<file path="src/rtl/aus_pkg.sv">
package aus_pkg;

	// payload layout of the stream beats
	localparam int unsigned InDataW  = 80;
	localparam int unsigned OutDataW = 48;

	// packet checks
	localparam logic [7:0]  AcceptedCodec   = 8'd5;
	localparam logic [7:0]  MaxUnitsPerKind = 8'd31;
	localparam logic [15:0] HalfRange       = 16'h8000;

	// register indexes
	localparam logic CfgAudioSinkEn   = 1'b0;
	localparam logic CfgHapticsSinkEn = 1'b1;

	// result status codes
	localparam logic [2:0] StDelivered  = 3'd0;
	localparam logic [2:0] StNoSink     = 3'd1;
	localparam logic [2:0] StStale      = 3'd2;
	localparam logic [2:0] StStartSkip  = 3'd3;
	localparam logic [2:0] StBadCodec   = 3'd4;
	localparam logic [2:0] StEmpty      = 3'd5;
	localparam logic [2:0] StCountErr   = 3'd6;
	localparam logic [2:0] StSizeErr    = 3'd7;

	typedef struct packed {
		logic capture;   // latch the input header
		logic start;     // set up unit counters for a good packet
		logic load_err;  // put the error result in the output register
		logic emit;      // put the current unit result in the output register
	} aus_cmd_t;

	typedef struct packed {
		logic err_found; // header failed a check
		logic out_free;  // output register can take a result this cycle
		logic last_unit; // current unit is the final one of the packet
	} aus_stat_t;

endpackage

</file>
<file path="src/rtl/aus_ctrl.sv">
module aus_ctrl
	import aus_pkg::*;
(
	input  logic      clk,
	input  logic      arst_n,
	input  logic      in_valid,
	output logic      in_ready,
	input  aus_stat_t stat,
	output aus_cmd_t  cmd
);

	typedef enum logic [2:0] {
		S_IDLE  = 3'b001,
		S_CHECK = 3'b010,
		S_RUN   = 3'b100
	} state_t;

	state_t state_q, state_d;

	always_ff @(posedge clk or negedge arst_n) begin
		if (!arst_n) begin
			state_q <= S_IDLE;
		end else begin
			state_q <= state_d;
		end
	end

	always_comb begin
		state_d  = state_q;
		cmd      = '0;
		in_ready = 1'b0;
		case (state_q)
			S_IDLE: begin
				in_ready    = 1'b1;
				cmd.capture = in_valid;
				if (in_valid) begin
					state_d = S_CHECK;
				end
			end
			S_CHECK: begin
				if (stat.err_found) begin
					if (stat.out_free) begin
						cmd.load_err = 1'b1;
						state_d      = S_IDLE;
					end
				end else begin
					cmd.start = 1'b1;
					state_d   = S_RUN;
				end
			end
			S_RUN: begin
				if (stat.out_free) begin
					cmd.emit = 1'b1;
					if (stat.last_unit) begin
						state_d = S_IDLE;
					end
				end
			end
			default: begin
				state_d = S_IDLE;
			end
		endcase
	end

endmodule

</file>
<file path="src/rtl/aus_dp.sv">
module aus_dp
	import aus_pkg::*;
(
	input  logic                clk,
	input  logic                arst_n,
	input  aus_cmd_t            cmd,
	output aus_stat_t           stat,
	input  logic [InDataW-1:0]  in_data,
	input  logic                in_flag,
	input  logic                cfg_wr_en,
	input  logic                cfg_index,
	input  logic                cfg_data,
	output logic                out_valid,
	input  logic                out_ready,
	output logic [OutDataW-1:0] out_data,
	output logic                out_flag,
	output logic                out_last
);

	// latched header
	logic [7:0]  codec_q;
	logic [15:0] first_q;
	logic [4:0]  nsrc_q;
	logic [4:0]  nfec_q;
	logic [7:0]  usize_q;
	logic [15:0] total_q;
	logic [15:0] payload_q;
	logic        haptic_q;

	// config
	logic aud_en_q, hap_en_q;

	// sequencing state
	logic        startup_q;
	logic        last_valid_q;
	logic [15:0] last_frame_q;

	// unit walk
	logic [5:0]  idx_q;
	logic [15:0] frame_q;
	logic [15:0] offset_q;
	logic [16:0] skipkey_q; // first_frame + k, no wrap

	// output register
	logic        oval_q;
	logic [2:0]  ostat_q;
	logic [15:0] oframe_q;
	logic        ofec_q;
	logic [15:0] ooff_q;
	logic [7:0]  olen_q;
	logic        ohap_q;
	logic        olast_q;

	logic [5:0]  count;
	logic [23:0] size_prod;
	logic [2:0]  err_code;
	logic        is_fec;
	logic        skip;
	logic [15:0] frame_gap;
	logic        newer;
	logic        stale;
	logic        sink;
	logic [2:0]  unit_status;
	logic        take_unit;
	logic [15:0] fec_base;

	assign count     = {1'b0, nsrc_q} + {1'b0, nfec_q};
	assign size_prod = {16'b0, usize_q} * {8'b0, total_q};
	assign fec_base  = first_q - {11'b0, nfec_q};

	always_comb begin
		err_code = StDelivered;
		if (codec_q != AcceptedCodec) begin
			err_code = StBadCodec;
		end else if (payload_q == 16'd0) begin
			err_code = StEmpty;
		end else if ({3'b0, nsrc_q} > MaxUnitsPerKind || {3'b0, nfec_q} > MaxUnitsPerKind
				|| {10'b0, count} != total_q) begin
			err_code = StCountErr;
		end else if ({8'b0, payload_q} != size_prod) begin
			err_code = StSizeErr;
		end
	end

	// per-unit decision
	assign is_fec    = idx_q >= {1'b0, nsrc_q};
	assign skip      = is_fec && startup_q && (skipkey_q < ({12'b0, nfec_q} + 17'd1));
	assign frame_gap = frame_q - last_frame_q;
	assign newer     = (frame_gap != 16'd0) && !frame_gap[15];
	assign stale     = last_valid_q && !newer;
	assign sink      = haptic_q ? hap_en_q : aud_en_q;
	assign take_unit = cmd.emit && !skip && !stale;

	always_comb begin
		if (skip) begin
			unit_status = StStartSkip;
		end else if (stale) begin
			unit_status = StStale;
		end else if (sink) begin
			unit_status = StDelivered;
		end else begin
			unit_status = StNoSink;
		end
	end

	assign stat.err_found = err_code != StDelivered;
	assign stat.out_free  = !oval_q || out_ready;
	assign stat.last_unit = (idx_q + 6'd1) == count;

	// header capture
	always_ff @(posedge clk) begin
		if (cmd.capture) begin
			codec_q   <= in_data[7:0];
			first_q   <= in_data[23:8];
			nsrc_q    <= in_data[28:24];
			nfec_q    <= in_data[33:29];
			usize_q   <= in_data[41:34];
			total_q   <= in_data[57:42];
			payload_q <= in_data[73:58];
			haptic_q  <= in_flag;
		end
	end

	always_ff @(posedge clk or negedge arst_n) begin
		if (!arst_n) begin
			aud_en_q <= 1'b0;
			hap_en_q <= 1'b0;
		end else if (cfg_wr_en) begin
			case (cfg_index)
				CfgAudioSinkEn:   aud_en_q <= cfg_data;
				CfgHapticsSinkEn: hap_en_q <= cfg_data;
				default: ;
			endcase
		end
	end

	always_ff @(posedge clk or negedge arst_n) begin
		if (!arst_n) begin
			startup_q    <= 1'b1;
			last_valid_q <= 1'b0;
			last_frame_q <= 16'd0;
		end else begin
			if (cmd.start && first_q > HalfRange) begin
				startup_q <= 1'b0;
			end
			if (take_unit) begin
				last_valid_q <= 1'b1;
				last_frame_q <= frame_q;
			end
		end
	end

	// unit counters
	always_ff @(posedge clk) begin
		if (cmd.start) begin
			idx_q     <= 6'd0;
			offset_q  <= 16'd0;
			skipkey_q <= {1'b0, first_q};
			frame_q   <= (nsrc_q == 5'd0) ? fec_base : first_q;
		end else if (cmd.emit) begin
			idx_q    <= idx_q + 6'd1;
			offset_q <= offset_q + {8'b0, usize_q};
			if (is_fec) begin
				skipkey_q <= skipkey_q + 17'd1;
			end
			if ((idx_q + 6'd1) == {1'b0, nsrc_q}) begin
				frame_q <= fec_base;
			end else begin
				frame_q <= frame_q + 16'd1;
			end
		end
	end

	// output register
	always_ff @(posedge clk or negedge arst_n) begin
		if (!arst_n) begin
			oval_q <= 1'b0;
		end else if (cmd.emit || cmd.load_err) begin
			oval_q <= 1'b1;
		end else if (out_ready) begin
			oval_q <= 1'b0;
		end
	end

	always_ff @(posedge clk) begin
		if (cmd.load_err) begin
			ostat_q  <= err_code;
			oframe_q <= first_q;
			ofec_q   <= 1'b0;
			ooff_q   <= 16'd0;
			olen_q   <= 8'd0;
			ohap_q   <= haptic_q;
			olast_q  <= 1'b1;
		end else if (cmd.emit) begin
			ostat_q  <= unit_status;
			oframe_q <= frame_q;
			ofec_q   <= is_fec;
			ooff_q   <= offset_q;
			olen_q   <= usize_q;
			ohap_q   <= haptic_q;
			olast_q  <= stat.last_unit;
		end
	end

	assign out_valid = oval_q;
	assign out_data  = {4'b0, olen_q, ooff_q, ofec_q, oframe_q, ostat_q};
	assign out_flag  = ohap_q;
	assign out_last  = olast_q;

endmodule

</file>
<file path="src/rtl/audio_unit_sequencer.sv">
// Sequence: a header beat is taken in the idle state and checked in the
// check state; an error result goes into the output register from the check
// state once that register is free, the unit results of a good packet from
// the run state. The unit walk gives one result per cycle while the output
// is not back-pressured; a new header is taken once the last packet is done.
// Reset: arst_n low clears the sink enables, the last accepted frame and its
// valid flag, sets startup, and empties the output register.
module audio_unit_sequencer
	import aus_pkg::*;
(
	input  logic                clk,
	input  logic                arst_n,
	// header beats
	input  logic                s_tvalid,
	output logic                s_tready,
	// [7:0] codec_id, [23:8] first_frame, [28:24] source_units,
	// [33:29] fec_units, [41:34] unit_bytes, [57:42] units_total,
	// [73:58] payload_bytes, [79:74] zero
	input  logic [InDataW-1:0]  s_tdata,
	input  logic                s_tuser,   // [0] haptic_flag
	// unit result beats
	output logic                m_tvalid,
	input  logic                m_tready,
	// [2:0] status, [18:3] unit_frame, [19] unit_is_fec,
	// [35:20] unit_offset, [43:36] unit_length, [47:44] zero
	output logic [OutDataW-1:0] m_tdata,
	output logic                m_tuser,   // [0] unit_haptic
	output logic                m_tlast,   // final result of the packet
	// register writes
	input  logic                cfg_wr_en,
	input  logic                cfg_index,
	input  logic                cfg_data
);

	aus_cmd_t  cmd;
	aus_stat_t stat;

	// Sequencer: idle -> check -> error result, or walk units one per free slot.
	aus_ctrl u_ctrl (
		.clk      (clk),
		.arst_n   (arst_n),
		.in_valid (s_tvalid),
		.in_ready (s_tready),
		.stat     (stat),
		.cmd      (cmd)
	);

	// Header checks, frame/offset counters, stale tracking and the result
	// register; a finished result waits there while the next header is taken.
	aus_dp u_dp (
		.clk       (clk),
		.arst_n    (arst_n),
		.cmd       (cmd),
		.stat      (stat),
		.in_data   (s_tdata),
		.in_flag   (s_tuser),
		.cfg_wr_en (cfg_wr_en),
		.cfg_index (cfg_index),
		.cfg_data  (cfg_data),
		.out_valid (m_tvalid),
		.out_ready (m_tready),
		.out_data  (m_tdata),
		.out_flag  (m_tuser),
		.out_last  (m_tlast)
	);

endmodule

</file>
<file path="config.mk">
export PLATFORM = sky130hd
export DESIGN_NAME = audio_unit_sequencer
export DESIGN_NICKNAME = d
export VERILOG_FILES = /design/src/rtl/aus_pkg.sv /design/src/rtl/aus_ctrl.sv /design/src/rtl/aus_dp.sv /design/src/rtl/audio_unit_sequencer.sv
export SDC_FILE = /design/constraint.sdc
export NUM_CORES = 1
export LEC_CHECK = 0
export BUFFER_PORTS_ARGS = -buffer_cell sky130_fd_sc_hd__buf_2
export CAP_MARGIN = 25
export CORE_UTILIZATION = 45
export CTS_BUF_LIST = sky130_fd_sc_hd__clkbuf_8
export DETAILED_ROUTE_END_ITERATION = 16
export SYNTH_ARGS = -nofsm -noshare
export SYNTH_HDL_FRONTEND = slang
export SYNTH_SLANG_ARGS = --single-unit
</file>
<file path="constraint.sdc">
create_clock -name clk -period 13.1 [get_ports clk]
set_clock_uncertainty 0.15 [all_clocks]
set_input_delay 2.62 -clock clk [delete_from_list [all_inputs] [get_ports clk]]
set_output_delay 2.62 -clock clk [all_outputs]
set_load 0.02 [all_outputs]
</file>
# Yosys cells after proc, flatten, opt, wreduce, memory -nomap -nowiden
# Index checks and enable logic that the tools add are counted.
dict set report classes {
  n_addsub 8
  n_mul 1
  order_cmp 3
  eq_ne 12
  mux 36
  n_bitwise 1
  reduce_logical 27
}
# op n
set op_table {}
lappend op_table {{16-bit 2-to-1 mux} 9}
lappend op_table {{3-bit 2-to-1 mux} 13}
lappend op_table {{8-bit by 16-bit multiplier with 24-bit output} 1}
lappend op_table {{16-bit by 24-bit != test with 1-bit output} 1}
lappend op_table {{17-bit by 1-bit adder with 17-bit output, second input constant} 1}
lappend op_table {{17-bit by 6-bit less-than comparator with 1-bit output} 1}
lappend op_table {{16-bit by 1-bit adder with 16-bit output, second input constant} 1}
lappend op_table {{16-bit by 8-bit adder with 16-bit output} 1}
lappend op_table {{16-bit greater-than comparator, second input constant} 1}
lappend op_table {{16-bit zero test} 1}
lappend op_table {{6-bit by 16-bit != test with 1-bit output} 1}
lappend op_table {{16-bit nonzero test} 1}
lappend op_table {{16-bit subtractor} 1}
lappend op_table {{16-bit by 5-bit subtractor with 16-bit output} 1}
lappend op_table {{1-bit 2-to-1 mux} 12}
lappend op_table {{3-bit case mux with 3 select lines} 1}
lappend op_table {{8-bit by 3-bit != test with 1-bit output, second input constant} 1}
lappend op_table {{2-bit AND reduction} 4}
lappend op_table {{2-bit nonzero test} 4}
lappend op_table {{1-bit logical AND} 7}
lappend op_table {{5-bit by 1-bit adder with 6-bit output, second input constant} 1}
lappend op_table {{5-bit by 5-bit adder with 6-bit output} 1}
lappend op_table {{6-bit by 1-bit adder with 6-bit output, second input constant} 1}
lappend op_table {{6-bit by 5-bit equality test with 1-bit output} 1}
lappend op_table {{14 further kinds} 21}
dict set report totals {
  register_bits 200
  input_bits 88
  output_inout_bits 52
  wordCells 115
}

# Longest topological paths before layout
# Gate-level depths: netlist of the first run.
dict set report depth {
  depth_word 11
  mapped_depth 23
  depth_no_buf 19
}

# By module
# A second synthesis of the first run with hierarchy kept.
dict set report hier_totals {
  hier_cells 1516
  hier_area_um2 14850.5
}
# mod instances cells_each area_each_um2 seq_area_each_um2
set modules_own_cells {}
lappend modules_own_cells {aus_dp 1 1493 14646.5 5321.4}
lappend modules_own_cells {aus_ctrl 1 23 203.9 76.3}

# Least setup slack after synthesis of the first run
# OpenSTA, ideal clock, no wires.
dict set report synth_path {
  path_kind {register -> register}
  start {register u_dp.usize_q[7]}
  end {register u_dp.oframe_q[0], enable pin}
  setup_ns 0.428
  arrival_time_ns 6.454
  required_ns 12.522
  setup_slack_ns 6.068
  stages_incl_launch_ff 19
  n_path_buf 3
  synth_period_minus_slack_ns 7.032
  path_cell_list {edfxtp_1 -> clkbuf_1 -> nand2_1 -> fa_1 -> fa_1 -> fa_1 -> fa_1 -> inv_1 -> ha_1 -> clkbuf_1 -> and3_1 -> clkbuf_1 -> and4bb_1 -> nand2_1 -> and4_1 -> a211oi_1 -> or4_1 -> a2111oi_4 -> o21ai_0}
}
dict set report synth_between {
  elab_chain_cells 10
}
# element line_no
set synth_lines {}
lappend synth_lines {{start, declared} aus_dp.sv:25} ;# logic [7:0] usize_q;
lappend synth_lines {{start signal, assigned} aus_dp.sv:117} ;# usize_q <= in_data[41:34];
lappend synth_lines {{8-bit by 16-bit multiplier with 24-bit output} aus_dp.sv:68} ;# assign size_prod = {16'b0, usize_q} * {8'b0, total_q};
lappend synth_lines {{16-bit by 24-bit != test with 1-bit output} aus_dp.sv:80} ;# end else if ({8'b0, payload_q} != size_prod) begin
lappend synth_lines {{3-bit 2-to-1 mux} aus_dp.sv:80}
lappend synth_lines {{3-bit 2-to-1 mux} aus_dp.sv:77} ;# end else if ({3'b0, nsrc_q} > MaxUnitsPerKind || {3'b0, nfec_q} > MaxUnitsPerKind
lappend synth_lines {{3-bit 2-to-1 mux} aus_dp.sv:75} ;# end else if (payload_q == 16'd0) begin
lappend synth_lines {{3-bit 2-to-1 mux} aus_dp.sv:73} ;# if (codec_q != AcceptedCodec) begin
lappend synth_lines {{3-bit nonzero test} aus_dp.sv:106} ;# assign stat.err_found = err_code != StDelivered;
lappend synth_lines {{1-bit 2-to-1 mux} aus_ctrl.sv:41} ;# if (stat.err_found) begin
lappend synth_lines {{2-bit 2-to-1 mux} aus_ctrl.sv:32} ;# case (state_q)
lappend synth_lines {{2-bit nonzero test (no line)} -}
lappend synth_lines {{end signal, assigned} aus_dp.sv:188} ;# oframe_q <= first_q;
lappend synth_lines {{end signal, assigned} aus_dp.sv:196} ;# oframe_q <= frame_q;
lappend synth_lines {{end, declared} aus_dp.sv:47} ;# logic [15:0] oframe_q;
# Every way passes these cells.
# A chain may end at the register's enable or synchronous reset.

# Worst setup path after layout of the first run
dict set report layout_path {
  start {register u_dp.usize_q[4]}
  end {register u_dp.frame_q[11], data pin}
}
dict set report layout_between {
  elab_chain_cells 10
}
# element line_no
set layout_lines {}
lappend layout_lines {{8-bit by 16-bit multiplier with 24-bit output} aus_dp.sv:68}
lappend layout_lines {{16-bit by 24-bit != test with 1-bit output} aus_dp.sv:80}
lappend layout_lines {{3-bit 2-to-1 mux} aus_dp.sv:80}
lappend layout_lines {{3-bit 2-to-1 mux} aus_dp.sv:77}
lappend layout_lines {{3-bit 2-to-1 mux} aus_dp.sv:75}
lappend layout_lines {{3-bit 2-to-1 mux} aus_dp.sv:73}
lappend layout_lines {{3-bit nonzero test} aus_dp.sv:106}
lappend layout_lines {{1-bit 2-to-1 mux} aus_ctrl.sv:41}
lappend layout_lines {{2-bit 2-to-1 mux} aus_ctrl.sv:32}
lappend layout_lines {{16-bit 2-to-1 mux} aus_dp.sv:155} ;# if (cmd.start) begin
lappend layout_lines {{end signal, assigned} aus_dp.sv:159} ;# frame_q <= (nsrc_q == 5'd0) ? fec_base : first_q;
lappend layout_lines {{end signal, assigned} aus_dp.sv:167} ;# frame_q <= fec_base;
lappend layout_lines {{end signal, assigned} aus_dp.sv:169} ;# frame_q <= frame_q + 16'd1;
lappend layout_lines {{end, declared} aus_dp.sv:40} ;# logic [15:0] frame_q;
# Every way passes these cells.

==> results.md, run 1 <==
* Critical path class: register to register
* PortBufs at 129
* H-tree depth at 4
* Synth Area in Simple Gates at 17.8%
* YS warnings at 0
* I/O pins at 140
* Synth Area in Compound Gates at 11.3%
* Final hold vios at 0
* DRT Pass-1 Iters at 6
* DP Wirelength at 27300 um
* ANT nets after route at 0
* Gr ovfl total at 0
* Worst setup EP type: register
* Worst Path Max Fanout at 45
* Worst Path Required at 13.19 ns
* Avg Inst Size Synth at 9.84 um^2
* Register area share after synthesis at 36.1%
* Root Buffer: clkbuf_8
* Synth area leaders: edfxtp_1 (25%), fa_1 (12%), ha_1 (7.6%)
* Number of core rows at 66
* Final GP Congestion at 0.852
* Clock Latency Late Sink at 0.52 ns
* Setup TNS at 0 ns
* Die height at 184 um
* Clock-pin transition on the worst setup and hold timing paths at 0.10 ns
* Clk buf depth at 2
* Vias at 11400
* Setup Buffers After CTS at 0
* FF+latch count, synth at 200
* Endpoints failing setup at 0
* Synth cell count leaders: nand2_1 (193), inv_1 (139), edfxtp_1 (127)
* Layout cells sized above 1 at 14.9%
* Post-Syn Area at 0.0150 mm^2
* Vias in the first global route at 11300
* Combinational family with the most area after synthesis: adder cells
* Cell with the most instances after synthesis: nand2_1
* Diode count at 0
* Achievable Freq at 130 MHz
* Static leakage at 6.72 nW
* Unique cell type count in the Yosys netlist at 78
* Final period utilization at 58.6%
* CP arrival at 7.78 ns
* Max-slew violation count at 0
* Area delta synth->final at 9.56%
* Pwr dens at 199 mW/mm^2
* Maxcap violations at 0
* Die X at 184 um
* Initial antenna violation count at 1
* Setup crit start kind: register
* CTS tree: done
* Residual DRC at 0
* RSZ-0062 raised after global routing: false
* Post-synthesis mux area share at 4.16%
* Largest net degree at the start of global routing at 53
* First-pass GRT wire length at 60100 um
* Synth top area share at 25.5%
* Syn Inst Count at 1521
* EDFF count, synth at 127
* Period minus WS final at 7.68 ns
* Status: completed
* Leading area contributor after synthesis: edfxtp_1
* GR Util All Layers at 22.9%
* Layout Nets at 1888
* Routed len/inst at 17.8 um
* Starting Density at 45.9%
* Synth Area in Adders at 19.4%
* Worst slew margin at 32.1%
* CTS hold repair buffers at 0
* Die area at 0.0340 mm^2
* Post-synthesis xor/xnor area fraction at 5.86%
* Cts repair resizes at 0
* Hold Crit Class: register to register
* TritonCTS Sinks at 200
* Worst-Margin Slew at 1.01 ns
* Post-synth ARST share at 12.0%
* Total CTS buffers at 17
* Setup ws final at 5.42 ns
* Core Area at 0.0326 mm^2
* DRT iter0 DRCs at 851
* VDD IR-drop max at 0.000160 V
* Total Wirelength at 37000 um
* Vias per inst at 5.51
* Commonest register cell after synthesis: edfxtp_1
* Worst slack at placement at 5.55 ns
==> area by class of cell <==
type / count / area [um^2]
Clock buffer: 18 / 248
Sequential cell: 200 / 5400
Inverter: 139 / 523
Clock inverter: 14 / 135
Tap cell: 442 / 553
Fill cell: 3005 / 16200
Timing Repair Buffer: 140 / 753
Multi-Input combinational cell: 1123 / 8780
==> path summary, 6_finish.rpt <==
| path | from | to | slack [ns] | cells past startpoint |
|---|---|---|---|---|
| max | u_dp.usize_q[4] | u_dp.frame_q[11] | 5.42 | 18 |
| min | u_dp.olen_q[6] | u_dp.olen_q[6] | 0.31 | 2 |
| max reg2reg | u_dp.usize_q[4] | u_dp.frame_q[11] | 5.42 | 18 |
| min reg2reg | u_dp.olen_q[6] | u_dp.olen_q[6] | 0.31 | 2 |
| max in group asynchronous | arst_n | u_ctrl.state_q[1] | 10.44 | 1 |
| min in group asynchronous | arst_n | u_dp.last_frame_q[13] | 1.95 | 1 |
==> layout by cell type (no fill, tap or decap), drive strengths merged, types with 57 or more instances in the layout <==
cell type  instances
fa                88
buf              139
a21oi             84
o21ai             60
nor2              82
xnor2             63
ha                91
and2              57
nand2            193
edfxtp           127
inv              146
==> critical path: stages, from the launching register on <==
cell and delay [ns]:
edfxtp_1 0.87, nand2_1 0.17, fa_1 0.59, fa_1 0.45, fa_1 0.52, fa_1 0.54, inv_1 0.04, ha_1 0.36
a21oi_1 0.42, o211ai_1 0.22, a41oi_1 0.54, o211ai_1 0.20, or3_1 0.51, a2111oi_0 0.42, nor4b_4 0.27, buf_4 0.54
and2_1 0.34, o31a_1 0.16, a22oi_1 0.07
==> metrics by stage <==
| step | hold WS (ns) | utilization [%] | instances | instance area [um^2] | power [W] |
|---|---|---|---|---|---|
| 6_report | 0.314 | 50.3 | 2076 | 16400 | 0.00326 |
| 3_3_place_gp | 0.291 | 49.0 | 2042 | 16000 | 0.00282 |
| 3_5_place_dp | 0.297 | 49.0 | 2043 | 16000 | 0.00284 |
| 2_1_floorplan | 0.284 | - | 1524 | 15000 | 0.00239 |
| 4_1_cts | 0.312 | 50.2 | 2075 | 16400 | 0.00325 |
| 5_1_grt | 0.335 | 50.3 | 2076 | 16400 | 0.00357 |
==> state kept, by name, summed over array words and instances (netlist names), 16 cells and up <==
register           cells
u_dp.skipkey_q        17
u_dp.total_q          16
u_dp.first_q          16
u_dp.ooff_q           16
u_dp.last_frame_q     16
u_dp.payload_q        16
u_dp.offset_q         16
u_dp.frame_q          16
u_dp.oframe_q         16
==> routing by layer <==
metal  global-route usage (%)  up-vias  share of wire [%]
li1                         -     5481                  -
met1                     32.4     5582                 48
met2                     35.7      329                 45
met3                     3.75       44                5.5
met4                     7.13        0                1.9
met5                        0        -                  0
==> cells by family after synthesis <==
family	Yosys count
AND/OR/NAND/NOR	526
AO/OA/AOI/OAI	261
buffers and inverters	201
flip-flops	200
adder cells (fa/ha/maj)	179
XOR/XNOR	97
multiplexers	56
other	1
==> report_power, final <==
part	switching [W]	internal [W]	total, W	leakage (nW)
Combinational	0.00119	0.000828	0.00201	4.66
Sequential	0.0000882	0.000759	0.000848	1.86
Clock	0.000249	0.000145	0.000394	0.201
Total	0.00152	0.00173	0.00326	6.72
Note: power is estimated with default switching activity, not from simulation.
==> inputs of run 2 (changes only) <==
ABC_AREA = 1   (was not set)
PLACE_DENSITY = 0.65   (was not set)
clock period = 6.2 ns   (was 13.1 ns; I/O delays follow)
==> run 2 against run 1 <==
Effect of this change: register-to-register slack lost 5.1 ns; sequential power is 120% higher; wire length grew 4.7%; sequential cell count did not move; final cell count increased by 28%; critical endpoint is now u_dp.oframe_q[0]; highest routed layer unchanged.
==> results.md, run 2 <==
* Status: completed
* Final GP Congestion at 0.903 (+6.0%)
* Crit path from: u_dp.total_q[10]
* YS warnings at 0 (unchanged)
* Worst slew margin at 52.2% (+20 points)
* Top Layer Used: met4
* Clock Latency Late Sink at 0.53 ns (about the same)
* Finished Layout Cells at 2650 (+28%)
* Hold Crit Class: register to register
* Die X at 190 um (+3.0%)
* Worst Path Required at 6.30 ns (-6.89 ns)
* Synth top area share at 24.0% (-1.5 points)
* Post-synth ARST share at 12.0% (unchanged)
* Gr ovfl total at 0 (unchanged)
* Synth Area in Adders at 18.3% (-1.1 points)
* DP Wirelength at 30600 um (+12%)
* Routed wl met3 at 1690 um (-17%)
* DRT Pass-1 Iters at 7 (+1)
* R2R depth at 21 (+3)
* R2R Setup Slk at 0.36 ns (-5.06 ns)
* DRT iter0 DRCs at 743 (-13%)
* Worst setup EP type: register
* Post-synthesis mux area share at 0.0631% (-4.1 points)
* Total CTS buffers at 17 (unchanged)
* Core Area at 0.0346 mm^2 (+6.2%)
* Layout Nets at 2448 (+30%)
* Buf+Inv Stages, Crit Path at 4 (+2)
* Clock-pin transition on the worst setup and hold timing paths at 0.12 ns (+0.02 ns)
* Achievable Freq at 171 MHz (+32%)
* Avg Inst Size Synth at 7.74 um^2 (-21%)
* Setup TNS at 0 ns (unchanged)
* Static leakage at 9.07 nW (+35%)
* Setup crit start kind: register
* ANT nets after route at 0 (unchanged)
* Vias per inst at 5.01 (-9.0%)
* Cell with the most instances after synthesis: nand2_1
* Syn Inst Count at 2052 (+35%)
* R2R Path Start: u_dp.total_q[10]
* Area delta synth->final at 11.2%
* Initial antenna violation count at 1 (unchanged)
* Final period utilization at 94.1% (+36 points)
* Delay-heaviest family, CP: adder cells
* Vias in the first global route at 13100 (+16%)
* Hold slack at 0.309 ns (-0.00459 ns)
* H-tree depth at 4 (unchanged)
* Routed len/inst at 14.6 um (-18%)
* Commonest non-fill, non-tap cells in the layout: nand2_1 (613), inv_1 (389), buf_2 (129)
* Die height at 190 um (+3.0%)
* Total Wirelength at 38700 um (+4.7%)
* Synth area leaders: edfxtp_1 (24%), nand2_1 (15%), fa_1 (11%)
* VDD IR-drop max at 0.000869 V (+440%)
* Synth cell count leaders: nand2_1 (614), inv_1 (386), edfxtp_1 (127)
* FF+latch count, synth at 200 (unchanged)
* Critical path class: register to register
* Unique cell type count in the Yosys netlist at 49 (-37%)
* Top reg by flops: u_dp.skipkey_q
* Worst-Margin Slew at 0.718 ns (-0.294 ns)
* Worst path slowest cell: edfxtp_1
* Worst Path Max Fanout at 31 (-31%)
* Placed instance count at 2601 (+27%)
* Combinational family with the most area after synthesis: simple AND/OR/NAND/NOR gates
* First-pass GRT wire length at 63300 um (+5.4%)
* GR Util All Layers at 22.4% (-0.54 points)
* Levels on crit path at 21 (+3)
* Pwr dens at 585 mW/mm^2 (+190%)
* Met2 Routed Length at 19300 um (+15%)
* Number of core rows at 68 (+3.0%)
* Post-synthesis xor/xnor area fraction at 4.80% (-1.1 points)
* Synth Area in Compound Gates at 7.19% (-4.1 points)
* Maxcap violations at 0 (unchanged)
* WHS Path Cells at 2 (unchanged)
* CP cell instances: nand2_1 -> fa_1 -> fa_1 -> fa_1 -> inv_1 -> fa_1 -> ha_1 -> nand2_1 -> nor2_1 -> inv_1 -> nor2_1 -> nand2_1 -> nand3_1 -> nand2_1 -> inv_1 -> nand2_1 -> nor2_2 -> nand4_1 -> nand3_2 -> buf_12 -> o21ai_0
* CTS hold repair buffers at 0 (unchanged)
* Synth Area in Simple Gates at 24.0% (+6.2 points)
* Endpoints failing setup at 0 (unchanged)
* Commonest non-fill, non-tap cell in the layout: nand2_1
* CP arrival at 5.94 ns (-1.84 ns)
* EDFF count, synth at 127 (unchanged)
* Layout cells sized above 1 at 12.3% (-2.6 points)
* Vias at 13300 (+16%)
* Residual DRC at 0 (unchanged)
* Starting Density at 45.8% (about the same)
* RSZ-0062 raised after global routing: false
* PortBufs at 129 (unchanged)
* Largest net degree at the start of global routing at 51 (-3.8%)
* Critical Path Max Stage Delay at 0.62 ns (-0.25 ns)
* I/O pins at 140 (unchanged)
* Commonest register cell after synthesis: edfxtp_1
* Max-slew violation count at 0 (unchanged)
* Post-Syn Area at 0.0159 mm^2 (+6.1%)
* CTS tree: done
* TritonCTS Sinks at 200 (unchanged)
* Clk buf depth at 2 (unchanged)
* Register area share after synthesis at 34.0% (-2.1 points)
* Die area at 0.0360 mm^2 (+6.0%)
* Root Buffer: clkbuf_8
* Max FFs per register at 17 (unchanged)
* Hold Path Origin: u_dp.startup_q
* Period minus WS final at 5.84 ns (-1.84 ns)
* Leading area contributor after synthesis: edfxtp_1
* Most used cell along the critical path: nand2_1
* Final hold vios at 0 (unchanged)
* WL met1 at 16700 um (-5.3%)
## run 2: final cells by class
type / instances / area (um^2)
flip-flops and latches: 200 / 5400
multi-input cells: 1378 / 8650
diodes: 1 / 2.50
fillers: 3348 / 17000
inverters: 408 / 1530
clock inverters: 15 / 150
repair buffers: 176 / 1110
well taps: 455 / 569
clock buffers: 17 / 234
## run 2: logic make-up (layout without fill, tap and decap cells)
group,after synthesis,after routing
other,1,5
muxes,1,1
DFF,200,200
buffers and inverters,477,616
and+or+nand+nor,905,905
adders and majority gates,179,179
AOI/OAI and AO/OA,202,202
xor gates and xnor gates,87,87
## run 2: final timing paths
check                                        to
max                            u_dp.oframe_q[0]
min                              u_dp.startup_q
max reg2reg                    u_dp.oframe_q[0]
min reg2reg                      u_dp.startup_q
max in group asynchronous  u_dp.last_frame_q[3]
min in group asynchronous  u_dp.last_frame_q[1]
## run 2: worst register-to-register path: stages (launching register included)
cell and delay [ns]:
edfxtp_1 0.62, nand2_1 0.15, fa_1 0.53, fa_1 0.54, fa_1 0.58, inv_1 0.07, fa_1 0.48, ha_1 0.42
nand2_1 0.14, nor2_1 0.16, inv_1 0.08, nor2_1 0.18, nand2_1 0.09, nand3_1 0.11, nand2_1 0.06, inv_1 0.05
nand2_1 0.05, nor2_2 0.23, nand4_1 0.22, nand3_2 0.29, buf_12 0.22, o21ai_0 0.14
## run 2: power breakdown
part	internal (W)	total, W	switching (W)
Combinational	0.00281	0.00762	0.00481
Sequential	0.00164	0.00183	0.000189
Clock	0.000361	0.000881	0.000520
Total	0.00481	0.0103	0.00552
## run 2: metrics by stage
step | area (um^2) | total power (W) | setup slack, ns | utilization, %
2_1_floorplan | 15900 | 0.00774 | 0.405 | -
3_3_place_gp | 17000 | 0.00930 | 0.306 | 49.2
3_5_place_dp | 17100 | 0.00941 | 0.237 | 49.3
4_1_cts | 17500 | 0.0103 | 0.173 | 50.4
5_1_grt | 17600 | 0.0116 | 0.00417 | 51.0
6_report | 17600 | 0.0103 | 0.363 | 51.0
## run 2: what timing repair did
| action | 4_1_cts | 5_1_grt |
|---|---|---|
| resized for setup | 0 | 1 |
| setup buffers | 0 | 16 |
| setup endpoints to repair | 0 | 125 |
## run 2: routing by layer
metal,up-vias,GRT usage [%]
met5,-,0
met4,0,8.31
met3,70,3.38
met2,305,39.8
met1,6268,27.1
li1,6645,-
==> inputs of run 3 (changes only) <==
ABC_AREA = not set   (was 1)
PLACE_DENSITY = 0.66   (was 0.65)
==> run 3 against run 2 <==
Effect of this change: first-iteration DRC count is 4.7% lower; clock power is 0.7% lower; critical path type unchanged; via count is 9.2% lower; critical path depth stayed put.
==> results.md, run 3 (synthesis gave the netlist of run 1 again) <==
* PortBufs at 129 (unchanged)
* First-pass GRT wire length at 61300 um (-3.1%)
* VDD IR-drop max at 0.000419 V (-52%)
* Diode count at 0 (-1)
* Number of core rows at 66 (-2.9%)
* Achievable Freq at 164 MHz (-4.4%)
* DP Wirelength at 29000 um (-5.2%)
* Total Wirelength at 38500 um (-0.54%)
* Period minus WS final at 6.10 ns (+0.268 ns)
* End of the worst register-to-register path: u_dp.skipkey_q[6]
* Setup crit start kind: register
* Most used cell along the critical path: fa_1
* DRT iter0 DRCs at 708 (-4.7%)
* CTS tree: done
* Endpoints failing setup at 0 (unchanged)
* R2R Path Start: u_dp.usize_q[7]
* WHS Path Cells at 2 (unchanged)
* Residual DRC at 0 (unchanged)
* DRT Pass-1 Iters at 4 (-3)
* Top reg by flops: u_dp.skipkey_q
* Worst Path Required at 6.32 ns (+0.02 ns)
* Final GP Congestion at 0.883 (-2.3%)
* Worst Path Max Fanout at 10 (-68%)
* Worst setup EP type: register
* Final hold vios at 0 (unchanged)
* Clock Latency Late Sink at 0.51 ns (-0.02 ns)
* Pwr dens at 483 mW/mm^2 (-18%)
* CP arrival at 6.23 ns (+0.29 ns)
* Crit path from: u_dp.usize_q[7]
* Starting Density at 45.9% (about the same)
* R2R Setup Slk at 0.1 ns (-0.27 ns)
* Hold Path Origin: u_dp.ooff_q[2]
* Vias per inst at 5.43 (+8.3%)
* Largest net degree at the start of global routing at 48 (-5.9%)
* Initial antenna violation count at 3 (+2)
* Placed instance count at 2155 (-17%)
* Clk buf depth at 2 (unchanged)
* Die X at 184 um (-2.9%)
* RSZ-0062 raised after global routing: true
* Setup ws final at 0.0952 ns (-0.268 ns)
* Core Area at 0.0326 mm^2 (-5.8%)
* Status: completed
* Hold slack at 0.308 ns (-0.000805 ns)
* Fin util at 55.8% (+4.9 points)
* GR Util All Layers at 23.0% (+0.68 points)
* Delay-heaviest family, CP: adder cells
* Layout Nets at 2034 (-17%)
* ANT nets after route at 0 (unchanged)
* Total CTS buffers at 17 (unchanged)
* Static leakage at 7.58 nW (-16%)
* Die area at 0.0340 mm^2 (-5.7%)
* Max-slew violation count at 0 (unchanged)
* Finished Layout Cells at 2222 (-16%)
* Layout cells sized above 1 at 26.2% (+14 points)
* Gr ovfl total at 0 (unchanged)
* R2R depth at 21 (unchanged)
* Vias at 12100 (-9.2%)
* Die height at 184 um (-2.9%)
* Worst slack at placement at -0.201 ns (-0.437 ns)
* Critical path class: register to register
* CP cell instances: buf_12 -> buf_6 -> and2_1 -> fa_1 -> fa_1 -> inv_1 -> fa_1 -> inv_1 -> ha_1 -> ha_4 -> o21a_1 -> a2bb2oi_1 -> nand4_1 -> nor4b_4 -> buf_4 -> nand4_1 -> or4_4 -> nor4b_4 -> buf_6 -> buf_12 -> mux2_2
* TritonCTS Sinks at 200 (unchanged)
* Maxcap violations at 0 (unchanged)
* Area delta synth->final at 21.7%
* Buf+Inv Stages, Crit Path at 7 (+3)
* Worst hold endpoint: u_dp.ooff_q[2]
* Clock-pin transition on the worst setup and hold timing paths at 0.12 ns (about the same)
* Commonest non-fill, non-tap cells in the layout: nand2_1 (189), buf_4 (132), inv_1 (131)
* Routed len/inst at 17.3 um (+19%)
* Critical Path Max Stage Delay at 0.54 ns (-0.08 ns)
* I/O pins at 140 (unchanged)
* Worst path slowest cell: fa_1
* Worst-Margin Slew at 0.907 ns (+0.190 ns)
* H-tree depth at 4 (unchanged)
* Max FFs per register at 17 (unchanged)
* Vias in the first global route at 12000 (-8.5%)
* Worst slew margin at 39.5% (-13 points)
* Final period utilization at 98.5% (+4.3 points)
* Hold Crit Class: register to register
* Commonest non-fill, non-tap cell in the layout: nand2_1
* Root Buffer: clkbuf_8
==> run 3: cell types whose count changed in the layout (fill, tap and decap cells not counted), moves of 36 or more <==
cell     change
inv_1      -258
buf_4       +95
nand3_1     -47
o21ai_0     -43
and2_1      +49
nand2_1    -424
mux2_2      +36
==> run 3: how the worst max path moves through the flow <==
stage                              end  slack, ns  cells past startpoint
floorplan              u_dp.ostat_q[0]       0.02                     20
global placement       u_dp.frame_q[5]      -0.18                     17
detailed placement    u_dp.frame_q[10]      -0.20                     18
CTS                 u_dp.skipkey_q[12]      0.004                     20
global route         u_dp.skipkey_q[6]       -0.1                     20
finish               u_dp.skipkey_q[6]        0.1                     21
==> run 3: cell type report <==
cell class	instances	area (um^2)
fill	2886	14400
multi-input combinational	1123	9310
sequential	200	5400
timing repair buffer	286	2020
tap	442	553
inverter	139	523
clock buffer	17	234
clock inverter	15	175
==> run 3: power by group <==
group	internal, W	leakage, nW	switching, W	total, W
Combinational	0.00299	5.52	0.00317	0.00615
Sequential	0.00160	1.86	0.000157	0.00176
Clock	0.000341	0.200	0.000533	0.000875
==> run 3: through the flow <==
stage / total power [W] / cell area, um^2 / TNS, ns
after floorplan: 0.00509 / 15000 / 0
after global placement: 0.00690 / 16900 / -5.68
after detailed placement: 0.00697 / 16900 / -6.33
after CTS: 0.00793 / 17500 / 0
after global routing: 0.00952 / 18200 / -2.57
final: 0.00879 / 18200 / 0
==> run 3: worst min-delay path: stages, from the launching register on <==
cell     delay, ns
dfxtp_1       0.32
nand2_1       0.05
a21oi_1       0.05
==> run 3: routing by layer <==
metal	GRT usage, %	vias to the layer above	routed length, um	share of wire (%)
li1	-	5776	-	-
met1	32.3	5890	18100	47
met2	36.8	352	17700	46
met3	4.09	46	2070	5.4
met4	5.43	2	568	1.5
met5	0	-	17	0.044
==> run 3: timing repair <==
item                       CTS  global route
pin swaps                    2            64
cloned                       0             3
setup endpoints to repair   68           148
buffers inserted             8            24
resized for setup            8           120
hold buffers                 0             0
